$ cat config.mk
export PLATFORM = sky130hd
export DESIGN_NAME = refcounted_id_registry_core_flat
export DESIGN_NICKNAME = d
export VERILOG_FILES = /design/src/hw/rtl/rcidr_pkg.sv /design/src/hw/rtl/rcidr_if.sv /design/src/hw/rtl/refcounted_id_registry_core.sv /design/src/hw/rtl/rcidr_cell.sv /design/src/flat_wrapper.sv
export VERILOG_INCLUDE_DIRS = /design/src /design/src/hw/rtl
export SDC_FILE = /design/constraint.sdc
export NUM_CORES = 2
export LEC_CHECK = 0
export ABC_CLOCK_PERIOD_IN_PS = 6700
export BUFFER_PORTS_ARGS = -buffer_cell sky130_fd_sc_hd__buf_2
export CORE_UTILIZATION = 50
export CTS_BUF_LIST = sky130_fd_sc_hd__clkbuf_16
export CTS_CLUSTER_SIZE = 40
export DETAILED_ROUTE_END_ITERATION = 10
export PLACE_DENSITY = 0.66
export SLEW_MARGIN = 20
export SYNTH_ARGS = -nofsm -noshare
export SYNTH_HDL_FRONTEND = slang
export SYNTH_HIERARCHICAL = 1
export SYNTH_SLANG_ARGS = --single-unit
$ cat constraint.sdc
create_clock -name clock -period 6.7 [get_ports clock]
set_input_delay 0.335 -clock clock [delete_from_list [all_inputs] [get_ports clock]]
set_output_delay 0.335 -clock clock [all_outputs]
set_load 0.03 [all_outputs]
$ cat src/hw/rtl/refcounted_id_registry_core_defines.svh
// assertion macros for the id registry core
`ifndef REFCOUNTED_ID_REGISTRY_CORE_DEFINES_SVH
`define REFCOUNTED_ID_REGISTRY_CORE_DEFINES_SVH

`ifndef ASSERT_OFF
// checked property, muted while reset is high
`define RCIDR_ASSERT_RST(label, clk, rst, prop) \
   label: assert property (@(posedge clk) disable iff (rst) prop) \
      else $error("rcidr assertion failed");
// checked property, live in every cycle
`define RCIDR_ASSERT(label, clk, prop) \
   label: assert property (@(posedge clk) prop) \
      else $error("rcidr assertion failed");
`else
`define RCIDR_ASSERT_RST(label, clk, rst, prop)
`define RCIDR_ASSERT(label, clk, prop)
`endif

`endif

$ cat src/hw/rtl/rcidr_pkg.sv
`default_nettype none

package rcidr_pkg;

   // table geometry
   localparam int ENTRIES    = 16;
   localparam int COUNT_BITS = 16;
   localparam int IDX_W      = $clog2(ENTRIES);
   localparam int HELD_W     = $clog2(ENTRIES + 1);

   // fixed field widths
   localparam int ID_W     = 32;
   localparam int OP_W     = 2;
   localparam int POS_W    = 5;
   localparam int REF_W    = 16;
   localparam int ITEMS_W  = 5;
   localparam int STATUS_W = 3;

   localparam logic [COUNT_BITS-1:0] COUNT_MAX = {COUNT_BITS{1'b1}};
   localparam logic [COUNT_BITS-1:0] COUNT_ONE = COUNT_BITS'(1);

   typedef enum logic [OP_W-1:0] {
      OP_LOOKUP     = 2'd0,
      OP_REGISTER   = 2'd1,
      OP_UNREGISTER = 2'd2,
      OP_CLEAR      = 2'd3
   } op_type;

   typedef enum logic [STATUS_W-1:0] {
      STATUS_OK        = 3'd0,
      STATUS_MISSING   = 3'd1,
      STATUS_FULL      = 3'd2,
      STATUS_SATURATED = 3'd3,
      STATUS_REMOVED   = 3'd4
   } status_type;

   // per-cell update controls from the sequencer
   typedef struct packed {
      logic load_prev;
      logic load_next;
      logic inc;
      logic dec;
   } cell_ctrl_type;

endpackage

`default_nettype wire

$ cat src/hw/rtl/rcidr_if.sv
`default_nettype none

// request channel
interface rcidr_req_if import rcidr_pkg::*; ();
   logic            valid;
   logic            ready;
   logic [OP_W-1:0] opcode;
   logic [ID_W-1:0] id;

   modport source (output valid, output opcode, output id, input ready);
   modport sink (input valid, input opcode, input id, output ready);
endinterface

// response channel
interface rcidr_rsp_if import rcidr_pkg::*; ();
   logic                valid;
   logic                ready;
   logic                found;
   logic [POS_W-1:0]    position;
   logic [REF_W-1:0]    ref_count;
   logic [ITEMS_W-1:0]  item_count;
   logic [STATUS_W-1:0] status;

   modport source (output valid, output found, output position, output ref_count,
                   output item_count, output status, input ready);
   modport sink (input valid, input found, input position, input ref_count,
                 input item_count, input status, output ready);
endinterface

`default_nettype wire

$ cat src/hw/rtl/refcounted_id_registry_core.sv
// sequencing: a taken request moves the sequencer from idle to apply, and the response
//    register loads when the apply state fires, which waits while an earlier response is stalled
// requests: taken one at a time, the compare step on the taken request followed by the
//    update step of the cell row; a stalled response holds the update step
// reset: synchronous, clears the entry count and the handshake state; cell contents
//    stay undefined and are never read before being written, so there is no clearing pass
`default_nettype none

`include "refcounted_id_registry_core_defines.svh"

module refcounted_id_registry_core import rcidr_pkg::*; (
   input wire logic    clock,
   input wire logic    reset,
   rcidr_req_if.sink   req_bus,
   rcidr_rsp_if.source rsp_bus
);

   typedef enum logic [1:0] {
      ST_IDLE  = 2'b01,
      ST_APPLY = 2'b10
   } state_type;

   state_type state_ff, state_in;

   logic [ID_W-1:0]   key_ff, key_in;
   op_type            op_ff, op_in;
   logic [HELD_W-1:0] held_ff, held_in;

   logic req_fire, apply_fire;

   // cell row wiring
   logic [ID_W-1:0]       id_vec [ENTRIES];
   logic [COUNT_BITS-1:0] count_vec [ENTRIES];
   logic [ENTRIES-1:0]    hit_vec;
   cell_ctrl_type         ctrl_vec [ENTRIES];

   // decoded update
   logic                  hit_any, full;
   logic [IDX_W-1:0]      slot;
   logic [COUNT_BITS-1:0] sel_count, rsp_count_val;
   logic [HELD_W-1:0]     pos_val;
   status_type            status_val;
   logic                  do_insert, do_remove, do_inc, do_dec;

   // response register
   logic                rsp_valid_ff, rsp_valid_in;
   logic                found_ff;
   logic [POS_W-1:0]    position_ff;
   logic [REF_W-1:0]    ref_count_ff;
   logic [ITEMS_W-1:0]  item_count_ff;
   logic [STATUS_W-1:0] status_ff;
   logic [31:0]         pos_wide, count_wide, items_wide;

   assign req_fire   = req_bus.valid && req_bus.ready;
   assign apply_fire = (state_ff == ST_APPLY) && (!rsp_valid_ff || rsp_bus.ready);
   assign req_bus.ready = (state_ff == ST_IDLE);

   // sequencer
   always_comb begin
      state_in = state_ff;
      case (state_ff)
         ST_IDLE: begin
            if (req_fire) state_in = ST_APPLY;
         end
         ST_APPLY: begin
            if (apply_fire) state_in = ST_IDLE;
         end
         default: state_in = ST_IDLE;
      endcase
   end

   assign key_in = req_fire ? req_bus.id : key_ff;
   assign op_in  = req_fire ? op_type'(req_bus.opcode) : op_ff;

   // the row of cells, newest entry in cell zero
   for (genvar i = 0; i < ENTRIES; i++) begin : g_cell
      localparam logic [IDX_W-1:0] CELL_IDX = IDX_W'(i);
      logic [ID_W-1:0]       prev_id, next_id;
      logic [COUNT_BITS-1:0] prev_count, next_count;
      logic                  occupied;

      if (i == 0) begin : g_head
         assign prev_id    = key_ff;
         assign prev_count = COUNT_ONE;
      end else begin : g_body
         assign prev_id    = id_vec[i-1];
         assign prev_count = count_vec[i-1];
      end

      if (i == ENTRIES - 1) begin : g_tail
         assign next_id    = id_vec[i];
         assign next_count = count_vec[i];
      end else begin : g_inner
         assign next_id    = id_vec[i+1];
         assign next_count = count_vec[i+1];
      end

      assign occupied = (HELD_W'(i) < held_ff);

      assign ctrl_vec[i].load_prev = apply_fire && do_insert;
      assign ctrl_vec[i].load_next = apply_fire && do_remove && (CELL_IDX >= slot);
      assign ctrl_vec[i].inc       = apply_fire && do_inc && hit_vec[i];
      assign ctrl_vec[i].dec       = apply_fire && do_dec && hit_vec[i];

      rcidr_cell u_cell (
         .clock      (clock),
         .compare_en (req_fire),
         .key        (req_bus.id),
         .occupied   (occupied),
         .ctrl       (ctrl_vec[i]),
         .prev_id    (prev_id),
         .prev_count (prev_count),
         .next_id    (next_id),
         .next_count (next_count),
         .id         (id_vec[i]),
         .count      (count_vec[i]),
         .hit        (hit_vec[i])
      );
   end

   // ids are unique, so at most one cell hits: encode its place and count
   always_comb begin
      sel_count = '0;
      slot      = '0;
      for (int i = 0; i < ENTRIES; i++) begin
         if (hit_vec[i]) begin
            sel_count = sel_count | count_vec[i];
            slot      = slot | IDX_W'(i);
         end
      end
   end

   assign hit_any = |hit_vec;
   assign full    = (held_ff == HELD_W'(ENTRIES));
   assign pos_val = hit_any ? HELD_W'(slot) : held_ff;

   // operation decode
   always_comb begin
      rsp_count_val = '0;
      status_val    = STATUS_OK;
      do_insert     = 1'b0;
      do_remove     = 1'b0;
      do_inc        = 1'b0;
      do_dec        = 1'b0;
      held_in       = held_ff;
      case (op_ff)
         OP_LOOKUP: begin
            if (hit_any) rsp_count_val = sel_count;
            else status_val = STATUS_MISSING;
         end
         OP_REGISTER: begin
            if (hit_any) begin
               if (sel_count == COUNT_MAX) begin
                  rsp_count_val = COUNT_MAX;
                  status_val    = STATUS_SATURATED;
               end else begin
                  rsp_count_val = sel_count + COUNT_ONE;
                  do_inc        = 1'b1;
               end
            end else if (full) begin
               status_val = STATUS_FULL;
            end else begin
               rsp_count_val = COUNT_ONE;
               do_insert     = 1'b1;
               held_in       = held_ff + HELD_W'(1);
            end
         end
         OP_UNREGISTER: begin
            if (!hit_any) begin
               status_val = STATUS_MISSING;
            end else if (sel_count > COUNT_ONE) begin
               rsp_count_val = sel_count - COUNT_ONE;
               do_dec        = 1'b1;
            end else begin
               status_val = STATUS_REMOVED;
               do_remove  = 1'b1;
               held_in    = held_ff - HELD_W'(1);
            end
         end
         OP_CLEAR: begin
            held_in = '0;
         end
         default: begin
            held_in = held_ff;
         end
      endcase
   end

   // fit internal widths to the response fields
   assign pos_wide   = 32'(pos_val);
   assign count_wide = 32'(rsp_count_val);
   assign items_wide = 32'(held_in);

   assign rsp_valid_in = apply_fire || (rsp_valid_ff && !rsp_bus.ready);

   // control registers
   always_ff @(posedge clock) begin
      if (reset) begin
         state_ff     <= ST_IDLE;
         held_ff      <= '0;
         rsp_valid_ff <= 1'b0;
      end else begin
         state_ff     <= state_in;
         held_ff      <= apply_fire ? held_in : held_ff;
         rsp_valid_ff <= rsp_valid_in;
      end
   end

   // request and response payload
   always_ff @(posedge clock) begin
      key_ff <= key_in;
      op_ff  <= op_in;
      if (apply_fire) begin
         found_ff      <= hit_any;
         position_ff   <= pos_wide[POS_W-1:0];
         ref_count_ff  <= count_wide[REF_W-1:0];
         item_count_ff <= items_wide[ITEMS_W-1:0];
         status_ff     <= status_val;
      end
   end

   assign rsp_bus.valid      = rsp_valid_ff;
   assign rsp_bus.found      = found_ff;
   assign rsp_bus.position   = position_ff;
   assign rsp_bus.ref_count  = ref_count_ff;
   assign rsp_bus.item_count = item_count_ff;
   assign rsp_bus.status     = status_ff;

   // checks
   `RCIDR_ASSERT_RST(a_single_hit, clock, reset, (state_ff == ST_APPLY) |-> $onehot0(hit_vec))
   `RCIDR_ASSERT_RST(a_held_bound, clock, reset, held_ff <= HELD_W'(ENTRIES))
   `RCIDR_ASSERT_RST(a_insert_grows, clock, reset,
      (!reset && apply_fire && do_insert) |=> (held_ff == $past(held_ff) + HELD_W'(1)))
   `RCIDR_ASSERT_RST(a_apply_loads_rsp, clock, reset,
      (!reset && apply_fire) |=> (rsp_valid_ff && (state_ff == ST_IDLE)))

endmodule

`default_nettype wire

$ cat src/hw/rtl/rcidr_cell.sv
`default_nettype none

module rcidr_cell import rcidr_pkg::*; (
   input  wire logic                  clock,
   input  wire logic                  compare_en,
   input  wire logic [ID_W-1:0]       key,
   input  wire logic                  occupied,
   input  wire cell_ctrl_type         ctrl,
   input  wire logic [ID_W-1:0]       prev_id,
   input  wire logic [COUNT_BITS-1:0] prev_count,
   input  wire logic [ID_W-1:0]       next_id,
   input  wire logic [COUNT_BITS-1:0] next_count,
   output logic [ID_W-1:0]            id,
   output logic [COUNT_BITS-1:0]      count,
   output logic                       hit
);

   logic [ID_W-1:0]       id_ff, id_in;
   logic [COUNT_BITS-1:0] count_ff, count_in;
   logic                  hit_ff, hit_in;

   // match flag, captured when a transaction is taken
   assign hit_in = compare_en ? (occupied && (id_ff == key)) : hit_ff;

   // shift from a neighbor or adjust the local count
   always_comb begin
      id_in    = id_ff;
      count_in = count_ff;
      if (ctrl.load_prev) begin
         id_in    = prev_id;
         count_in = prev_count;
      end else if (ctrl.load_next) begin
         id_in    = next_id;
         count_in = next_count;
      end else if (ctrl.inc) begin
         count_in = count_ff + COUNT_ONE;
      end else if (ctrl.dec) begin
         count_in = count_ff - COUNT_ONE;
      end
   end

   always_ff @(posedge clock) begin
      id_ff    <= id_in;
      count_ff <= count_in;
      hit_ff   <= hit_in;
   end

   assign id    = id_ff;
   assign count = count_ff;
   assign hit   = hit_ff;

endmodule

`default_nettype wire

$ cat src/flat_wrapper.sv
// flat-port wrapper written by rule: the top's interface ports become plain ports
module refcounted_id_registry_core_flat import rcidr_pkg::*;
  (clock, reset, req_bus_valid, req_bus_opcode, req_bus_id, req_bus_ready, rsp_bus_valid, rsp_bus_found, rsp_bus_position, rsp_bus_ref_count, rsp_bus_item_count, rsp_bus_status, rsp_bus_ready);
  rcidr_req_if req_bus_i ();
  rcidr_rsp_if rsp_bus_i ();
  input wire logic clock;
  input wire logic reset;
  input wire logic [$bits(req_bus_i.valid)-1:0] req_bus_valid;
  input wire logic [$bits(req_bus_i.opcode)-1:0] req_bus_opcode;
  input wire logic [$bits(req_bus_i.id)-1:0] req_bus_id;
  output wire logic [$bits(req_bus_i.ready)-1:0] req_bus_ready;
  output wire logic [$bits(rsp_bus_i.valid)-1:0] rsp_bus_valid;
  output wire logic [$bits(rsp_bus_i.found)-1:0] rsp_bus_found;
  output wire logic [$bits(rsp_bus_i.position)-1:0] rsp_bus_position;
  output wire logic [$bits(rsp_bus_i.ref_count)-1:0] rsp_bus_ref_count;
  output wire logic [$bits(rsp_bus_i.item_count)-1:0] rsp_bus_item_count;
  output wire logic [$bits(rsp_bus_i.status)-1:0] rsp_bus_status;
  input wire logic [$bits(rsp_bus_i.ready)-1:0] rsp_bus_ready;
  assign req_bus_i.valid = req_bus_valid;
  assign req_bus_i.opcode = req_bus_opcode;
  assign req_bus_i.id = req_bus_id;
  assign req_bus_ready = req_bus_i.ready;
  assign rsp_bus_valid = rsp_bus_i.valid;
  assign rsp_bus_found = rsp_bus_i.found;
  assign rsp_bus_position = rsp_bus_i.position;
  assign rsp_bus_ref_count = rsp_bus_i.ref_count;
  assign rsp_bus_item_count = rsp_bus_i.item_count;
  assign rsp_bus_status = rsp_bus_i.status;
  assign rsp_bus_i.ready = rsp_bus_ready;
  refcounted_id_registry_core u_core (.clock(clock), .reset(reset), .req_bus(req_bus_i), .rsp_bus(rsp_bus_i));
endmodule
==> impl_metrics.csv <==
group,metric,value,unit
status,status,"complete, no violations",
clocking,cts_resized,0,
power_and_ir_drop,p_leak,18.8,nW
power_and_ir_drop,clkPwrFrac,0.451,
power_and_ir_drop,p_seq_frac,0.502,
floorplan,dieArea,119000,um2
layout,drive_above_1_share,0.194,
clocking,clk_pin_slew,0.06,ns
timing,final-setup-viol-count,0,
clocking,cts_setup_buffers,0,
layout,fin_nets,5591,
timing,relSlewSlack,0.266,
critical_path,arrival,6.51,ns
critical_path,required,7.09,ns
hold_path,hold_depth,1,
placement,dp.cells,6726,
yosys,synth_ff_type,"edfxtp_1",
floorplan,core,116000,um2
yosys,synth_seq_cells,856,
floorplan,die_y,345,um
timing,skew,0.0554,ns
clocking,h-tree-depth,3,
placement,place.gp.congestion,1.02,
hold_path,hold_path_startpoint,"req_bus_id[0]",
timing,finalMaxSlewViolations,0,
placement,pre_cts_slack,0.743,ns
floorplan,io_pins,70,
critical_path,cp-start-kind,"register",
power_and_ir_drop,p_sw,2.76,mW
grt,grt_pass1_vias,43100,
clocking,hold_buffers,4,
yosys,synthDistinctLibCells,105,
clocking,cts_root_buffer,"clkbuf_16",
yosys,synth.yosys.seq_area_share,0.436,
routing,wire_per_inst,30.3,um
grt,grt_overflow_total,0,
power_and_ir_drop,power_density,183,nW/um2
grt,grt_use_total,0.343,
yosys,synth_area_leaders,"edfxtp_1 (43%), mux2_2 (11%), xnor2_1 (8.3%)",
critical_path,endpoint,"u_core/g_cell[11].u_cell/count[10]$_DFFE_PP_",
routing,postRouteAntennaNets,0,
layout,finalNonFillerCells,6911,
yosys,synth.avg_cell_area,11.2,um2
routing,wirelength,209000,um
timing,holdWs,0.139,ns
floorplan,die_w,345,um
critical_path,worst-r2r-setup-slack,0.58,ns
yosys,ys.warnings.count,6,
floorplan,rows,125,
placement,dpl.hpwl,156000,um
run,max-cap-violations,0,
timing,fmax,163,MHz
grt,grt_max_degree,150,
routing,drc,0,
power_and_ir_drop,total_power,11.7,mW
clocking,worstSkewPairLatency,0.72,ns
timing,period_needed,6.12,ns
critical_path,path_max_fanout,19,
timing,finalCritPeriodShare,0.914,
yosys,yosysTopAreaCell,"edfxtp_1",
power_and_ir_drop,peakVddDrop,265,uV
power_and_ir_drop,sw_frac_of_total,0.235,
timing,hold_viol_final,0,
routing,first_pass_iters,7,
routing,avgViaCountPerCell,6.61,
critical_path,r2r-end,"u_core/g_cell[11].u_cell/count[10]$_DFFE_PP_",
timing,setup_ws,0.579,ns
floorplan,initial_utilization,0.505,
clocking,clock_path_buffers,3,
grt,grt_antenna_before_repair,10,
grt,grt_pass1_wl,298000,um
yosys,async_flop_share,0,
placement,port_buffers,69,
yosys,synth_top_cell_area_share,0.433,
timing,rsz0062_at_grt,"false",
routing,drt-initial-drc-count,5554,
yosys,synth_edf_count,848,
timing,tightest_slew,1.09,ns
timing,tns,0,ns
clocking,cts_sinks,856,
power_and_ir_drop,p_int,8.97,mW
layout,synthToLayoutAreaGrowth,8.76,%
critical_path,critical_path_class,"register to register",
clocking,cts_tree,"done",
critical_path,end_kind,"register",
routing,vias,45700,
critical_path,reg2regPathDepth,18,
critical_path,reg2reg_from,"u_core/g_cell[8].u_cell/hit$_DFFE_PP_",
critical_path,cp-startpoint,"u_core/g_cell[8].u_cell/hit$_DFFE_PP_",
yosys,syn_inst,5231,
clocking,numCtsBuffers,99,
power_and_ir_drop,pwr-share-comb,0.047,
hold_path,hold_path_class,"primary input to register",
yosys,syn_area,58800,um2
-- flip-flops by register name (all words and copies together), names as in the netlist --
register / flops
u_core/g_cell.u_cell/id: 512
u_core/g_cell.u_cell/count: 256
u_core/g_cell.prev_id: 32
u_core/g_cell.u_cell/hit: 16
u_core/rsp_bus.ref_count: 16
u_core/held_ff: 5
u_core/rsp_bus.item_count: 5
u_core/rsp_bus.position: 5
u_core/rsp_bus.status: 3
u_core/op_ff: 2
u_core/state_ff: 2
u_core/rsp_bus.found: 1
u_core/rsp_bus.valid: 1
-- worst max-delay path, cell delays in order (launching register included) --
cell      delay, ns
edfxtp_1       0.72
a221oi_1       0.68
and4_1         0.47
inv_1          0.11
ha_1           0.25
nor2b_1        0.15
and2_1         0.22
and3_1         0.26
nor3_2         0.25
buf_4          0.23
and2_1         0.28
inv_1          0.32
ha_1           0.46
nor2b_1        0.21
o31ai_1        0.33
a21oi_1        0.21
a31oi_1        0.24
xor2_1         0.33
a21oi_1        0.12
-- cell type report --
type / count / area [um2]
well taps: 1524 / 1910
inverters: 154 / 578
fillers: 10100 / 52400
diodes: 1 / 2.50
flip-flops and latches: 856 / 25600
clock inverters: 81 / 621
clock buffers: 99 / 2480
multi-input cells: 4009 / 31400
repair buffers: 187 / 1380
-- cell families (layout without fill, tap and decap cells) --
family	after synthesis	in the layout	synth area share
and+or+nand+nor	1108	1108	0.100
buffers and inverters	380	521	0.0328
DFF	856	856	0.436
xor gates and xnor gates	668	668	0.0995
muxes	579	579	0.110
AOI/OAI and AO/OA	1392	1392	0.167
adders and majority gates	246	246	0.0544
other	2	17	0.000128
-- synth_stat cells, types with 87 or more instances --
| library cell | n |
|---|---|
| a21oi_1 | 303 |
| edfxtp_1 | 848 |
| ha_1 | 230 |
| inv_1 | 136 |
| mux2_2 | 551 |
| nand2_1 | 312 |
| nand3_1 | 87 |
| nand4_1 | 150 |
| nor2_1 | 183 |
| o21a_1 | 140 |
| o21ai_0 | 195 |
| o22ai_1 | 113 |
| xnor2_1 | 555 |
| xor2_1 | 113 |
-- stage by stage --
step	area [um2]	utilization
after detailed placement	60800	0.522
final	63900	0.550
after global routing	63900	0.550
after floorplan	58800	-
after global placement	60800	0.522
after CTS	63900	0.549
-- power by group through the flow --
stage	Sequential (mW)	Combinational [mW]	Clock (mW)
floorplan	5.97	0.338	0
global placement	5.99	0.532	0
detailed placement	5.99	0.533	0
CTS	5.88	0.538	5.36
global route	5.88	0.576	5.54
finish	5.88	0.549	5.29
-- placed cells by master (no fill, tap or decap), drive strengths merged, types with 166 or more instances in the layout --
cell / Yosys / layout
mux2: 551 / 551
edfxtp: 848 / 848
nor2: 192 / 192
buf: 145 / 183
o21ai: 215 / 215
a21oi: 322 / 322
xnor2: 555 / 555
ha: 230 / 230
nand2: 312 / 312
inv: 140 / 166
-- metal layers --
metal | part of all wire | GRT usage
met1 | 0.39 | 0.434
met2 | 0.46 | 0.543
met3 | 0.081 | 0.0612
met4 | 0.069 | 0.213
met5 | 0.00062 | 0.00441
-- worst min-delay path by stage --
| stage | end | slack [ns] |
|---|---|---|
| after floorplan | u_core/held_ff[2]$_SDFFE_PP0P_ | 0.40 |
| after global placement | u_core/rsp_bus.valid$_SDFF_PP0_ | 0.51 |
| after detailed placement | u_core/op_ff[0]$_DFFE_PP_ | 0.52 |
| after CTS | u_core/g_cell[0].prev_id[30]$_DFFE_PP_ | 0.11 |
| after global routing | u_core/g_cell[0].prev_id[0]$_DFFE_PP_ | 0.14 |
| final | u_core/g_cell[0].prev_id[0]$_DFFE_PP_ | 0.14 |
(Power assumes the default switching activity.)
